--- src/rtl/core/lobm_pkg.sv ---
// lobm_pkg: shared types and codes of the limit order book matcher
// no dependencies; used by lobm_cell, limit_order_book_matcher and the testbench

package lobm_pkg;

  localparam int unsigned IdBits      = 32;
  localparam int unsigned ArrivalBits = 32;
  localparam int unsigned KindBits    = 3;
  // cells between two registers of the best bid/ask scan chain
  localparam int unsigned ScanSegCells = 8;

  typedef enum logic [KindBits-1:0] {
    RES_TRADE     = 3'd0,
    RES_ADD_DONE  = 3'd1,
    RES_ADD_FULL  = 3'd2,
    RES_CANCELLED = 3'd3,
    RES_NOT_FOUND = 3'd4
  } res_kind_e;

  localparam logic KIND_ADD    = 1'b0;
  localparam logic KIND_CANCEL = 1'b1;
  localparam logic SIDE_BUY    = 1'b0;
  localparam logic SIDE_SELL   = 1'b1;

  // per cell commands, broadcast to the whole row
  typedef struct packed {
    logic                 write;    // write the new order into the selected cell
    logic                 cancel;   // drop every valid cell with matching id
    logic                 trade;    // subtract trade quantity from the two selected cells
  } cell_cmd_t;

endpackage

--- src/rtl/core/lobm_cell.sv ---
// lobm_cell: one slot of the order book plus one stage of the best bid/ask scan chain
// depends on lobm_pkg

module lobm_cell #(
  parameter int unsigned PriceBits = 16,
  parameter int unsigned QtyBits   = 24
) (
  input  logic                            clk_i,
  input  logic                            rst_ni,
  input  lobm_pkg::cell_cmd_t             cmd_i,
  input  logic                            sel_wr_i,
  input  logic                            sel_bid_i,
  input  logic                            sel_ask_i,
  input  logic [lobm_pkg::IdBits-1:0]     new_id_i,
  input  logic                            new_side_i,
  input  logic [PriceBits-1:0]            new_price_i,
  input  logic [QtyBits-1:0]              new_qty_i,
  input  logic [lobm_pkg::ArrivalBits-1:0] new_arrival_i,
  input  logic [QtyBits-1:0]              trade_qty_i,
  input  logic [lobm_pkg::ArrivalBits-1:0] counter_i,
  // scan chain in from the previous cell
  input  logic                            bid_v_i,
  input  logic [PriceBits-1:0]            bid_p_i,
  input  logic [lobm_pkg::ArrivalBits-1:0] bid_age_i,
  input  logic                            ask_v_i,
  input  logic [PriceBits-1:0]            ask_p_i,
  input  logic [lobm_pkg::ArrivalBits-1:0] ask_age_i,
  output logic                            bid_v_o,
  output logic [PriceBits-1:0]            bid_p_o,
  output logic [lobm_pkg::ArrivalBits-1:0] bid_age_o,
  output logic                            bid_win_o,
  output logic                            ask_v_o,
  output logic [PriceBits-1:0]            ask_p_o,
  output logic [lobm_pkg::ArrivalBits-1:0] ask_age_o,
  output logic                            ask_win_o,
  output logic                            valid_o,
  output logic                            id_hit_o,
  output logic [lobm_pkg::IdBits-1:0]     id_o,
  output logic [PriceBits-1:0]            price_o,
  output logic [QtyBits-1:0]              rem_o
);

  logic                             valid_q, valid_d;
  logic [lobm_pkg::IdBits-1:0]      id_q;
  logic                             side_q;
  logic [PriceBits-1:0]             price_q;
  logic [QtyBits-1:0]               rem_q, rem_d;
  logic [lobm_pkg::ArrivalBits-1:0] arr_q;
  logic [lobm_pkg::ArrivalBits-1:0] age;
  logic                             sel_tr;

  assign age      = counter_i - arr_q;
  assign id_hit_o = valid_q && (id_q == new_id_i);
  assign valid_o  = valid_q;
  assign id_o     = id_q;
  assign price_o  = price_q;
  assign rem_o    = rem_q;
  assign sel_tr   = sel_bid_i || sel_ask_i;

  // scan stage: earlier cells win ties of price and age, as in the slot order
  always_comb begin
    bid_win_o = 1'b0;
    ask_win_o = 1'b0;
    if (valid_q && side_q == lobm_pkg::SIDE_BUY) begin
      bid_win_o = !bid_v_i || (price_q > bid_p_i) ||
                  ((price_q == bid_p_i) && (age > bid_age_i));
    end
    if (valid_q && side_q == lobm_pkg::SIDE_SELL) begin
      ask_win_o = !ask_v_i || (price_q < ask_p_i) ||
                  ((price_q == ask_p_i) && (age > ask_age_i));
    end
    bid_v_o   = bid_v_i || bid_win_o;
    bid_p_o   = bid_win_o ? price_q : bid_p_i;
    bid_age_o = bid_win_o ? age : bid_age_i;
    ask_v_o   = ask_v_i || ask_win_o;
    ask_p_o   = ask_win_o ? price_q : ask_p_i;
    ask_age_o = ask_win_o ? age : ask_age_i;
  end

  always_comb begin
    valid_d = valid_q;
    rem_d   = rem_q;
    if (cmd_i.cancel && id_hit_o) begin
      valid_d = 1'b0;
    end
    if (cmd_i.trade && sel_tr) begin
      rem_d = rem_q - trade_qty_i;
      if (rem_d == '0) begin
        valid_d = 1'b0;
      end
    end
    if (cmd_i.write && sel_wr_i) begin
      valid_d = 1'b1;
      rem_d   = new_qty_i;
    end
  end

  always_ff @(posedge clk_i or negedge rst_ni) begin
    if (!rst_ni) begin
      valid_q <= 1'b0;
    end else begin
      valid_q <= valid_d;
    end
  end

  always_ff @(posedge clk_i) begin
    rem_q <= rem_d;
    if (cmd_i.write && sel_wr_i) begin
      id_q    <= new_id_i;
      side_q  <= new_side_i;
      price_q <= new_price_i;
      arr_q   <= new_arrival_i;
    end
  end

endmodule

--- config.mk ---
export PLATFORM = sky130hd
export DESIGN_NAME = lobm_cell
export DESIGN_NICKNAME = d
export VERILOG_FILES = /design/src/rtl/core/lobm_pkg.sv /design/src/rtl/core/lobm_cell.sv
export SDC_FILE = /design/constraint.sdc
export NUM_CORES = 1
export LEC_CHECK = 0
export BUFFER_PORTS_ARGS = -buffer_cell sky130_fd_sc_hd__buf_4
export CORE_AREA = 2 2 174 176
export CTS_BUF_LIST = sky130_fd_sc_hd__clkbuf_4 sky130_fd_sc_hd__clkbuf_8
export DETAILED_ROUTE_END_ITERATION = 8
export DIE_AREA = 0 0 176 178
export GPL_TIMING_DRIVEN = 0
export PLACE_DENSITY = 0.61
export SLEW_MARGIN = 25
export SYNTH_ARGS = -nofsm -noshare
export SYNTH_HDL_FRONTEND = slang
export SYNTH_SLANG_ARGS = --single-unit
--- constraint.sdc ---
create_clock -name clk_i -period 7.2 [get_ports clk_i]
set_input_delay 0 -clock clk_i [delete_from_list [all_inputs] [get_ports clk_i]]
set_output_delay 0 -clock clk_i [all_outputs]
set_load 0.01 [all_outputs]
==> run summary <==
In the post-synthesis netlist, the biggest area contributors are edfxtp_1 30%, ha_1 18%, mux2_2 9.2%. Cells with a size suffix above 1 make up 33.9% of the layout. Worst slew margin relative to its limit: 56.6%. The static leakage came out at 0.00752 uW. Across the VDD grid, the largest voltage drop is 0.000158 V. The initial utilization of the core area, before any placement, comes to 35.8%.

The standard-cell row count is 63. The worst setup path is captured at a primary output. The worst register-to-register path has a depth of 11.

The run gives 3 as the initial antenna violation count. The synthesized design contains 106 register bits. The synthesized design spends more area on one cell type than any other, namely edfxtp_1. Per report_power, the combinational group accounts for 59.5% of the total. Clock tree synthesis inserted a total of 9 buffers. The tree is rooted in a clkbuf_8. The mapped netlist covers 10500 sq um.

Dividing the final minimum period by the clock period gives 86.9%. Setup violations remaining at the end of the flow were counted as 0. The DRC marker count from the first detailed-route iteration was 400.

Clock latency reported for the late side of the worst-skew pair: 0.40 ns. Worst hold path startpoint: trade_qty_i[0]. The tools report the first-pass GRT wire length as 57400 um. The vertical extent of the die is 178 um, and the net switching power is 1250 uW.

Setup repair after global routing left no endpoint under its margin. The finished cells cover 15700 sq um. The CTS clock-pin slew for the worst setup and hold paths is 0.12 ns, and the final RePlAce weighted congestion is 0.885. Sequential cells account for 28.0% of the total power. The average wire per cell in the routed design was 18.2 um; the slew of the pin with the lowest slew margin was 0.649 ns. Entering global routing, the biggest net connects 46 pins.

The net count after synthesis is 1549, and the post-CTS resize count is 0. The post-placement cell area was 14400 sq um; the final critical delay including setup and external delays was 6.25 ns. The run gives 12.4% as the clock power share. The tools report the end point of the worst hold path as rem_o[0].

In the global route stage, overall resource usage came out at 23.8%. The run finished with clean final reports. Between clock sinks in the finished design, the worst skew comes to 0.00850 ns. Once routing completed, OpenROAD measured the worst setup slack at 0.945 ns. TritonCTS built the clock tree. Sequential cells were found to cover 30.2% of the synthesized design area. Setup slack on the worst reg-to-reg path comes out at 3.91 ns. The number of hold buffers added after CTS was 107. The final count of hold timing violations came out at 0.

The routed layout has 10500 vias. After routing, the total negative slack on setup checks comes to 0 ns. The most used flip-flop cell after synthesis is edfxtp_1.

Horizontal die dimension: 176 um. The H-tree was split into 3 levels. The region available for standard cell placement spans 29400 sq um. Summed over all layers, the global routing overflow is 0.

For the internal portion of total power, the log shows 1800 uW. The worst setup path is launched from a register. The clock passes through at most 2 buffers. From synthesis to final layout, the design area changed by 48.5%.

The number of global-route vias before repair was 10700. Path category of the worst min-delay check: in -> reg. For the die area, the log shows 31300 sq um.

The required arrival time at the worst endpoint was 7.20 ns; the buffer count from post-CTS setup fixing was 0. Yosys mapped the design onto 55 distinct sky130hd cell types. Dividing the synthesized area by the synthesized cell count gives 9.33 sq um. The worst register-to-register path begins at rem_o[0]. The pre-antenna-repair detailed-routing pass consisted of 4 iterations. Before CTS, the worst setup slack after placement is 1.34 ns. The final layout contains routed wiring with a total length of 38000 um. The final count of pins violating max slew was 0; the gate count after technology mapping was 1130. At the worst endpoint, the arrival time is 6.25 ns. For this run, design rule violations remaining after detail routing come to 0.

The tools report the max-cap check violation count as 0. In the synthesized netlist the async set-or-reset flop fraction comes to 0.943%. Post-detailed-route count of antenna-violating nets: 0.

By instance count, the leading cell after synthesis is inv_1. The worst register-to-register path ends at valid_o. The post-detailed-route via-to-cell ratio came out at 5.03.

On the final layout, the worst hold slack is 0.0504 ns. The total number of clock tree sinks is 106, and the maximum net fanout on the critical path is 10. After legalization and detailed placement, the total HPWL measured 31500 um.

Sorting the synthesized cells by how often they occur yields 168 x inv_1, 150 x ha_1, 105 x edfxtp_1. In this run, synthesis inferred 105 flip-flops with an integrated enable. The critical path class was reg -> out. The number of buffer cells added on primary ports was 440; the total power per unit cell area was 195 nW/um^2.

The net count of the finished layout is 2109. Pin placement for this block handled 441 I/O pins. For this run, the number of Yosys warnings is 0.

For this run, the top clock speed supported by timing is 0.160 GHz. Net switching is 41.0% of the power. The area fraction of the dominant cell type after synthesis is 29.9%, and the number of cells on the worst hold path is 3.
## power by group through the flow
stage | registers (uW) | clock network, uW | logic, uW
detailed placement | 868 | 0 | 1760
global placement | 870 | 0 | 1740
floorplan | 884 | 0 | 1060
global route | 865 | 414 | 2010
finish | 855 | 379 | 1820
CTS | 855 | 394 | 1810
## stage by stage
stage,utilization [%],total power (uW),instances
after floorplan,-,1950,1130
final,53.2,3050,2088
after detailed placement,48.9,2620,1962
after global placement,48.7,2610,1960
after CTS,53.2,3060,2085
after global routing,53.2,3290,2087
## cells by family (layout without fill, tap and decap cells)
| logic type | after synthesis | count (layout) | synth area share, % |
|---|---|---|---|
| AOI/OAI and AO/OA | 259 | 259 | 15.7 |
| xor gates and xnor gates | 83 | 83 | 6.90 |
| adders and majority gates | 152 | 152 | 18.2 |
| buffers and inverters | 194 | 759 | 7.15 |
| DFF | 106 | 106 | 30.2 |
| muxes | 99 | 99 | 10.9 |
| other | 0 | 3 | 0 |
| and+or+nand+nor | 237 | 237 | 11.0 |
## worst max-delay path by stage
stage | from | end
floorplan | arr_q[0] | ask_age_o[13]
global placement | arr_q[0] | bid_age_o[15]
detailed placement | arr_q[0] | bid_age_o[15]
CTS | arr_q[0] | bid_age_o[15]
global route | arr_q[0] | ask_age_o[2]
finish | arr_q[0] | bid_age_o[15]
## sequential cells by signal (all words and copies together), names as in the netlist
| register | cells |
|---|---|
| valid_o | 1 |
| price_o | 16 |
| side_q | 1 |
| arr_q | 32 |
| rem_o | 24 |
| id_o | 32 |
## worst max-delay path: stages (launching register included)
cell      delay (ns)
edfxtp_1        0.34
ha_1            0.15
inv_1           0.05
fa_1            0.42
a211oi_1        0.28
o21ai_0         0.21
a31oi_1         0.31
o21ai_0         0.27
a21oi_1         0.35
o221a_2         0.28
o21ai_0         0.12
xnor2_1         0.44
ha_1            0.36
o21a_1          0.17
o21ai_0         0.33
a21oi_1         0.11
o21bai_1        0.37
buf_2           0.42
buf_2           0.32
mux2_2          0.41
buf_4           0.16
## cell usage in the layout (no fill, tap or decap), drive strengths merged, types with 6 or more instances in the layout
master       instances
a2111oi              8
a211oi              11
a21o                34
a21oi               81
a31oi                8
and3                 8
buf                452
clkbuf              25
dlygate4sd3        107
edfxtp             105
ha                 150
inv                172
mux2                96
nand2               60
nand2b              15
nand3               17
nand4               33
nor2                59
nor2b               10
nor3                11
nor4                10
o2111ai              6
o211ai              11
o21a                 8
o21ai               55
o21bai               8
xnor2               63
xor2                20
## per-layer routing
metal | GRT usage [%] | share of wire [%] | vias up
li1 | - | - | 5213
met1 | 27.2 | 40 | 4844
met2 | 43.7 | 51 | 378
met3 | 4.77 | 6.4 | 58
met4 | 9.02 | 3.2 | 2
met5 | 0 | 0.034 | -
## final cells by class
| cell class | instances | area (sq um) |
|---|---|---|
| clock buffers | 9 | 124 |
| fillers | 2704 | 13700 |
| inverters | 168 | 631 |
| multi-input cells | 830 | 6610 |
| flip-flops and latches | 106 | 3180 |
| clock inverters | 7 | 67.6 |
| repair buffers | 549 | 4420 |
| plain buffers | 26 | 126 |
| diodes | 3 | 7.51 |
| well taps | 390 | 488 |
No activity file was read; power rests on OpenSTA's default activity.
