## config.mk

```make
export PLATFORM = sky130hd
export DESIGN_NAME = lobm_scan
export DESIGN_NICKNAME = d
export VERILOG_FILES = /design/src/rtl/core/lobm_scan.sv
export SDC_FILE = /design/constraint.sdc
export NUM_CORES = 1
export LEC_CHECK = 0
export ABC_CLOCK_PERIOD_IN_PS = 800
export BUFFER_PORTS_ARGS = -buffer_cell sky130_fd_sc_hd__buf_2
export CORE_AREA = 3 3 149 151
export CTS_CLUSTER_DIAMETER = 120
export DETAILED_ROUTE_END_ITERATION = 8
export DIE_AREA = 0 0 152 154
export PLACE_DENSITY = 0.74
export SLEW_MARGIN = 40
export SYNTH_ARGS = -nofsm -noshare
export SYNTH_HDL_FRONTEND = slang
export SYNTH_SLANG_ARGS = --single-unit
```

## constraint.sdc

```tcl
create_clock -name clk_i -period 0.8 [get_ports clk_i]
set_clock_uncertainty 0.15 [all_clocks]
set_input_delay 0.04 -clock clk_i [delete_from_list [all_inputs] [get_ports clk_i]]
set_output_delay 0.04 -clock clk_i [all_outputs]
set_load 0.02 [all_outputs]
```

## src/rtl/core/lobm_scan.sv

```systemverilog
// lobm_scan: registered winning bid/ask cells, first free slot and full flag
// no dependencies

module lobm_scan #(
  parameter int unsigned Slots = 64
) (
  input  logic             clk_i,
  input  logic             rst_ni,
  input  logic [Slots-1:0] bid_win_i,
  input  logic [Slots-1:0] ask_win_i,
  input  logic [Slots-1:0] valid_i,
  output logic [Slots-1:0] bid_sel_o,
  output logic [Slots-1:0] ask_sel_o,
  output logic [Slots-1:0] free_sel_o,
  output logic             full_o
);

  logic [Slots-1:0] bid_d, ask_d, free_d;
  logic             bid_found, ask_found, free_found;

  // the last cell that took over the running best holds it
  always_comb begin
    bid_d = '0;
    ask_d = '0;
    free_d = '0;
    bid_found = 1'b0;
    ask_found = 1'b0;
    free_found = 1'b0;
    for (int i = Slots - 1; i >= 0; i--) begin
      if (!bid_found && bid_win_i[i]) begin
        bid_d[i]  = 1'b1;
        bid_found = 1'b1;
      end
      if (!ask_found && ask_win_i[i]) begin
        ask_d[i]  = 1'b1;
        ask_found = 1'b1;
      end
    end
    for (int i = 0; i < Slots; i++) begin
      if (!free_found && !valid_i[i]) begin
        free_d[i]  = 1'b1;
        free_found = 1'b1;
      end
    end
  end

  always_ff @(posedge clk_i or negedge rst_ni) begin
    if (!rst_ni) begin
      bid_sel_o  <= '0;
      ask_sel_o  <= '0;
      free_sel_o <= '0;
      full_o     <= 1'b0;
    end else begin
      bid_sel_o  <= bid_d;
      ask_sel_o  <= ask_d;
      free_sel_o <= free_d;
      full_o     <= !free_found;
    end
  end

endmodule

```

==> results.txt, run 1 <==
- Startpoint types: input port
- Run status: finished, violations left
* Capturing element type of the critical path: flop
* Part of the total power dissipated in sequential elements: 46.2%
- Gpl congestion: 0.914
* Post-synth top area share: 65.5%
* Fraction of power consumed by the clock network: 40.0%
- Summed over all layers, the routed wires come to 38.1 mm.
- The largest total area in the synthesized netlist belongs to sky130_fd_sc_hd__dfrtp_1.
* Kind of critical path: in -> reg
* Detailed-route DRC error count: 0
- Async set-reset flop share out of synthesis: 100%
* Setup ws final: -840 ps
- The cell sitting at the root of the clock tree is a sky130_fd_sc_hd__clkbuf_16.
- Once layout is done, the placed cells without fillers occupy 0.0160 mm².
- CTS tree: yes
- Clock tree synthesis inserted a total of 17 buffers.
- Critical path's largest stage delay: 600 ps
* Power dissipated by switching net loads: 5.55 mW
- Traced cell by cell, the critical path runs through buf_6 -> or4_4 -> nor4_4 -> or4b_4 -> nor3_1.
- After synthesis, the cell types taking the most area are sky130_fd_sc_hd__dfrtp_1 65%, sky130_fd_sc_hd__nor4_1 3.8%, sky130_fd_sc_hd__and3_1 3.1%.
* Cell at the slowest stage of the critical path: sky130_fd_sc_hd__or4b_4
- Final setup violation count: 374
- The share of total power dissipated in combinational logic is 13.8%.
- Based on the critical path, the design can be clocked at up to 610 MHz.
- VDD sags by at most 1310 µV.
- For this design the ratio of total power to cell area is 1330 mW/mm².
* Violations in the final reports: hold timing, setup timing
- Slew margin rel.: 72.4%
- Along the worst path, the maximum fanout reaches 9.
- From left edge to right edge, the die measures 152 µm.
- Syn Std Cell Area: 0.00737 mm²
- After detailed routing, the number of vias per cell comes to 5.41.
* Count of maximum capacitance violations: 0
* Die outline area: 0.0234 mm²
- Number of standard-cell rows in the floorplan: 53
- In this run the cell area measured after placement is 0.0116 mm².
- The tightest hold path in the finished design has a slack of -668 ps.
- The tree built by TritonCTS fans out to 193 sinks.
- In this run the static leakage power is 8.13 nW.
* Ys flop type: sky130_fd_sc_hd__dfrtp_1
* Fin. max-slew vios: 0
- Synthesis instantiated 38 different standard cells from the library.
* Number of buffers inserted by port buffering: 386
- Leftover overflow at the end of global routing: 0
- Cell with the most instances after synthesis: sky130_fd_sc_hd__dfrtp_1
- The path class of the tightest hold or removal check is in -> async.
- Required time at the endpoint of the critical path: 960 ps
* Top delay family on crit path: simple AND/OR/NAND/NOR gates
- Synthesis produced a netlist with a net count of 788.
* Count of endpoints failing hold in the final timing report: 353
* Unrepaired setup endpoints after global routing: yes
- Number of ports placed on the die boundary: 387
- Worst slack at placement: -1330 ps
- After synthesis the netlist holds a flip-flop and latch count of 193.
* Number of enable flip-flop cells after synthesis: 0
- The HPWL after detailed placement is 21.3 mm.
* Commonest cells post-synth: 193 x sky130_fd_sc_hd__dfrtp_1, 48 x sky130_fd_sc_hd__nor2_1, 45 x sky130_fd_sc_hd__nor4_1
- Together, buffers and inverters on the worst path number 1.
- Sequential elements use 65.5% of the synthesized area.
* Initial Utilization: 35.2%
- Antenna viol nets, final: 0
* H-tree depth: 4
* Min cycle time layout: 1640 ps
* Maximum buffer depth of the clock tree: 2
- Final critical-path share of the clock period: 205%
- The first global-routing pass estimated 52.2 mm of wire.
- Transition at the pin with the smallest max-transition slack: 414 ps
* Fraction of layout cells with a size suffix above 1: 65.5%
- The area growth from synthesis to layout is 116%.
- Total global routing track utilization: 28.5%
- Pin count of the biggest net entering global routing: 41
- Antenna violations before repair: 4
- Avg Inst Size Synth: 12.4 µm²
* Arrival time reported for the critical path endpoint: 1800 ps
- Total internal power: 15.7 mW
* Pre-Repair DR Iteration Count: 5
- Core ar.: 0.0210 mm²
- Switching power as a share of total power: 26.2%
- At the end of the flow, the number of nets in the layout was 1,494.
* Detailed-route via count: 8,593
* Ys Warns: 0
* Routed length per placed instance: 24.0 µm
* CTS clock-pin slew for the worst setup and hold paths: 80 ps
- Mapped Cells: 594
- Die Height: 154 µm
- Number of global-route vias before repair: 9,187
* Iteration-0 DRC Markers: 485
==> final cells by class <==
cell class,count,area [µm²]
clock inverters,14,145
flip-flops and latches,193,4830
clock buffers,17,425
fillers,1118,4990
inverters,16,60.1
repair buffers,697,6270
multi-input cells,375,3880
well taps,275,344
diodes,1,2.50
==> registers in the layout (all words and copies together), names as in the netlist <==
signal	cells
full_o	1
bid_sel_o	64
free_sel_o	64
ask_sel_o	64
==> power by group through the flow <==
stage	combinational [mW]	sequential (mW)	clock [mW]
after floorplan	0.313	10.0	0
after global placement	1.97	9.98	0
after detailed placement	2.03	9.98	0
after CTS	2.56	9.79	8.57
after global routing	3.08	9.80	8.97
final	2.93	9.80	8.49
==> worst max path at each step <==
stage | from | slack, ps | endpoint | cells after the start
final | ask_win_i[19] | -840 | ask_sel_o[7] | 5
after global routing | ask_win_i[24] | -860 | ask_sel_o[6] | 5
after CTS | ask_win_i[19] | -740 | ask_sel_o[5] | 5
after global placement | ask_win_i[19] | -1250 | ask_sel_o[6] | 6
after floorplan | ask_win_i[19] | -1010 | ask_sel_o[5] | 5
after detailed placement | ask_win_i[19] | -1330 | ask_sel_o[5] | 6
==> cells by family (layout without fill, tap and decap cells) <==
group / count (synthesis) / count (layout) / share of synthesized area [%]
buffers and inverters: 27 / 744 / 1.65
DFF: 193 / 193 / 65.5
other: 0 / 1 / 0
and+or+nand+nor: 374 / 375 / 32.9
==> routing by layer <==
metal / vias up / routed length (µm) / GRT usage, %
li1: 3606 / - / -
met1: 4243 / 12200 / 29.2
met5: - / 35 / 0
met3: 185 / 2770 / 8.25
met4: 6 / 2630 / 13.9
met2: 553 / 20500 / 53.0
==> repair_timing <==
| item | in CTS | in global routing |
|---|---|---|
| hold buffers | 46 | 14 |
| setup endpoints to repair | 365 | 383 |
| gates resized for setup | 592 | 119 |
| endpoints found under the hold margin | 386 | 374 |
| pin swaps | 88 | 60 |
| cloned | 4 | 0 |
| buffers inserted | 30 | 37 |
==> layout by cell type (no fill, tap or decap), types with 6 or more instances in the layout <==
master / count
sky130_fd_sc_hd__nor4_4: 38
sky130_fd_sc_hd__and2_1: 9
sky130_fd_sc_hd__nand2_1: 28
sky130_fd_sc_hd__nor2_1: 34
sky130_fd_sc_hd__nand4b_1: 7
sky130_fd_sc_hd__buf_8: 14
sky130_fd_sc_hd__nand3_1: 9
sky130_fd_sc_hd__nor4_2: 11
sky130_fd_sc_hd__nor3_2: 13
sky130_fd_sc_hd__or4_4: 7
sky130_fd_sc_hd__nor3_4: 23
sky130_fd_sc_hd__dfrtp_1: 191
sky130_fd_sc_hd__nor4b_4: 11
sky130_fd_sc_hd__and3b_1: 12
sky130_fd_sc_hd__buf_2: 145
sky130_fd_sc_hd__inv_1: 16
sky130_fd_sc_hd__dlygate4sd3_1: 47
sky130_fd_sc_hd__buf_6: 278
sky130_fd_sc_hd__clkbuf_16: 17
sky130_fd_sc_hd__and4b_1: 15
sky130_fd_sc_hd__and3_4: 9
sky130_fd_sc_hd__nor2_4: 9
sky130_fd_sc_hd__buf_4: 202
sky130_fd_sc_hd__nand4_1: 15
sky130_fd_sc_hd__nor4b_2: 6
sky130_fd_sc_hd__nor3_1: 12
sky130_fd_sc_hd__buf_12: 9
sky130_fd_sc_hd__nand3b_1: 6
sky130_fd_sc_hd__and2_4: 6
sky130_fd_sc_hd__nor3b_2: 11
sky130_fd_sc_hd__and3_1: 27
==> through the flow <==
step / instances / power [mW] / setup TNS (ps) / utilization [%]
2_1_floorplan: 594 / 10.3 / -101710 / -
3_3_place_gp: 1448 / 12.0 / -139960 / 55.3
4_1_cts: 1557 / 20.9 / -128960 / 72.4
5_1_grt: 1588 / 21.8 / -156110 / 76.2
3_5_place_dp: 1448 / 12.0 / -145240 / 55.3
6_report: 1588 / 21.2 / -145140 / 76.2
Note: power is estimated with default switching activity, not from simulation.
==> run 2: changes to the inputs <==
Settings changed: SKIP_LAST_GASP set to 1.
==> run 2 against run 1 <==
  * The flow still finishes with violations (hold timing, setup timing)
  * Final area up 0.56%
  * Global-route usage increased by 0.42 points
  * Sequential power about the same
  * Highest routed layer unchanged
  * Via count up 0.24%
  * Critical endpoint is now ask_sel_o[5]
  * Critical path type unchanged
  * Critical path depth stayed put
  * Clock power about the same
  * Die area is the same
  * Flip-flop and latch count is the same
  * Setup slack better by 52 ps
==> results.txt, run 2 (synthesis gave the netlist of run 1 again) <==
* Kind of critical path: in -> reg (unchanged)
- The relative max-transition margin is 72.9% (was 72.4%).
- The post-synthesis to final-layout area growth came to 118% (was 116%).
- The count of nets left with antenna violations after detail routing came to 0 (unchanged).
* Final nets: 1,495 (was 1,494)
* Routed length per placed instance: 24.3 µm (was 24.0 µm)
- Root buffer cell: sky130_fd_sc_hd__clkbuf_16 (unchanged)
- Violations in the final reports: hold timing, setup timing (unchanged)
- Path type of the worst min-delay path: in -> async (unchanged)
* Count of endpoints failing hold in the final timing report: 354 (was 353)
- The detailed-routing iteration count for the pre-antenna-repair pass is 5 (unchanged).
* Number of ports placed on the die boundary: 387 (unchanged)
- Setup TNS Final: -144,990 ps (was -145,140 ps)
- Detailed-route via count: 8,614 (was 8,593)
- Drt total wl: 38.7 mm (was 38.1 mm)
* Crit-path max FO: 9 (unchanged)
- H-tree depth: 4 (unchanged)
- Core ar.: 0.0210 mm² (unchanged)
- Die outline area: 0.0234 mm² (unchanged)
- Number of clock buffers inserted by TritonCTS: 17 (unchanged)
- Count of maximum capacitance violations: 0 (unchanged)
- Final critical-path share of the clock period: 199% (was 205%)
- The count of final setup violators came to 373 (was 374).
- The CTS tree is yes (unchanged).
- Pin count of the biggest net entering global routing: 41 (unchanged)
* Min cycle time layout: 1590 ps (was 1640 ps)
* Number of global-route vias before repair: 9,185 (was 9,187)
- The violation count after the first detailed-route iteration was 519 (was 485).
- The clock input transition at the sequential cells of the worst setup and hold paths is 80 ps (about the same).
- The data required time at the worst endpoint was 980 ps (was 960 ps).
* Initial Utilization: 35.2% (unchanged)
- The total instance count after detailed placement is 1,448 (unchanged).
- Leftover overflow at the end of global routing: 0 (unchanged)
- The fraction of layout cells with a size suffix above 1 was 65.7% (was 65.5%).
- Clk sink count: 193 (unchanged)
* Most common library cell in the layout ignoring fill and taps: sky130_fd_sc_hd__buf_6 (unchanged)
* Worst slack at placement: -1330 ps (unchanged)
- Number of non-filler instances in the completed layout: 1,590 (was 1,588)
* Horizontal extent of the die: 152 µm (unchanged)
- Maximum clock rate: 630 MHz (was 610 MHz)
- The overall die height was 154 µm (unchanged).
- Setup ws final: -788 ps (was -840 ps)
- The total power per unit cell area is 1320 mW/mm² (was 1330 mW/mm²).
- Largest registers: ask_sel_o x64, bid_sel_o x64, free_sel_o x64 (unchanged).
- Leakage power summed over all cells: 8.17 nW (was 8.13 nW)
- The pin slew with the least headroom to its limit was 405 ps (was 414 ps).
* Wire length of the first global-routing pass: 53.0 mm (was 52.2 mm)
- Number of standard-cell rows in the floorplan: 53 (unchanged)
- Maximum resistive drop on vdd: 1280 µV (was 1310 µV)
- Maximum buffer depth of the clock tree: 2 (unchanged)
* Number of buffers inserted by port buffering: 386 (unchanged)
- Total global routing track utilization: 28.9% (was 28.5%)
- Hold Slack: -663 ps (was -668 ps)
- The element type at the critical path end is a flop (unchanged).
* Gpl congestion: 0.914 (unchanged)
* Antenna violations before repair: 4 (unchanged)
* Unrepaired setup endpoints after global routing: yes (unchanged)
- The final routed DRC violation total is 0 (unchanged).
- Fin. max-slew vios: 0 (unchanged)
- Run status: finished, violations left (unchanged)
* Commonest cells after routing, fill and taps aside: 273 x sky130_fd_sc_hd__buf_6, 210 x sky130_fd_sc_hd__buf_4, 190 x sky130_fd_sc_hd__dfrtp_1, 138 x sky130_fd_sc_hd__buf_2, 47 x sky130_fd_sc_hd__dlygate4sd3_1 (was 278 x sky130_fd_sc_hd__buf_6, 202 x sky130_fd_sc_hd__buf_4, 191 x sky130_fd_sc_hd__dfrtp_1, 145 x sky130_fd_sc_hd__buf_2, 47 x sky130_fd_sc_hd__dlygate4sd3_1)
* Arrival time reported for the critical path endpoint: 1770 ps (was 1800 ps)
- The startpoint class of the critical path was an input port (unchanged).
- Half-perimeter wire length of the detailed placement result: 21.3 mm (unchanged)
- The detail-routed via count per cell is 5.42 (was 5.41).
-- run 2: report_power, final --
| part | switching (mW) | leakage (nW) | internal [mW] |
|---|---|---|---|
| registers | 0.0206 | 2.68 | 9.78 |
| logic | 1.47 | 5.21 | 1.51 |
| clock network | 4.08 | 0.276 | 4.40 |
-- run 2: cell type report --
| cell class | count | area, µm² |
|---|---|---|
| repair buffers | 698 | 6330 |
| fillers | 1098 | 4900 |
| flip-flops and latches | 193 | 4830 |
| multi-input cells | 375 | 3900 |
| clock buffers | 17 | 425 |
| well taps | 275 | 344 |
| clock inverters | 14 | 145 |
| inverters | 16 | 60.1 |
| diodes | 2 | 5.00 |
-- run 2: critical path: stages --
cell	delay, ps
sky130_fd_sc_hd__buf_6	90
sky130_fd_sc_hd__or4_4	560
sky130_fd_sc_hd__nor4_4	170
sky130_fd_sc_hd__or4b_4	590
sky130_fd_sc_hd__nor4_2	310
-- run 2: worst paths after layout --
kind	start	end	depth (start not counted)
min in group clk_i	valid_i[42]	free_sel_o[42]	2
max in group asynchronous	rst_ni	bid_sel_o[17]	3
worst max-delay path	ask_win_i[19]	ask_sel_o[5]	5
worst min-delay path	rst_ni	ask_sel_o[16]	1
-- run 2: per-layer routing --
| metal | routed length, µm | share of wire [%] | up-vias | global-route usage (%) |
|---|---|---|---|---|
| met5 | 35 | 0.091 | - | 0 |
| met4 | 2840 | 7.3 | 6 | 16.0 |
| met3 | 2970 | 7.7 | 194 | 8.47 |
| met2 | 20700 | 54 | 555 | 53.2 |
| met1 | 12100 | 31 | 4251 | 29.2 |
| li1 | - | - | 3608 | - |
-- run 2: timing repair --
item | CTS | global route
hold buffers | 46 | 14
endpoints found under the hold margin | 386 | 375
endpoints found under the setup margin | 365 | 383
pin swaps | 88 | 63
cloned | 4 | 0
setup buffers | 30 | 40
gates resized for setup | 591 | 129
-- run 2: per-stage QoR --
step	utilization (%)	cell area, µm²	power, mW
after floorplan	-	7850	10.3
after global placement	55.3	11600	12.0
after detailed placement	55.3	11600	12.0
after CTS	72.4	15200	20.9
after global routing	76.6	16100	21.9
final	76.6	16100	21.3
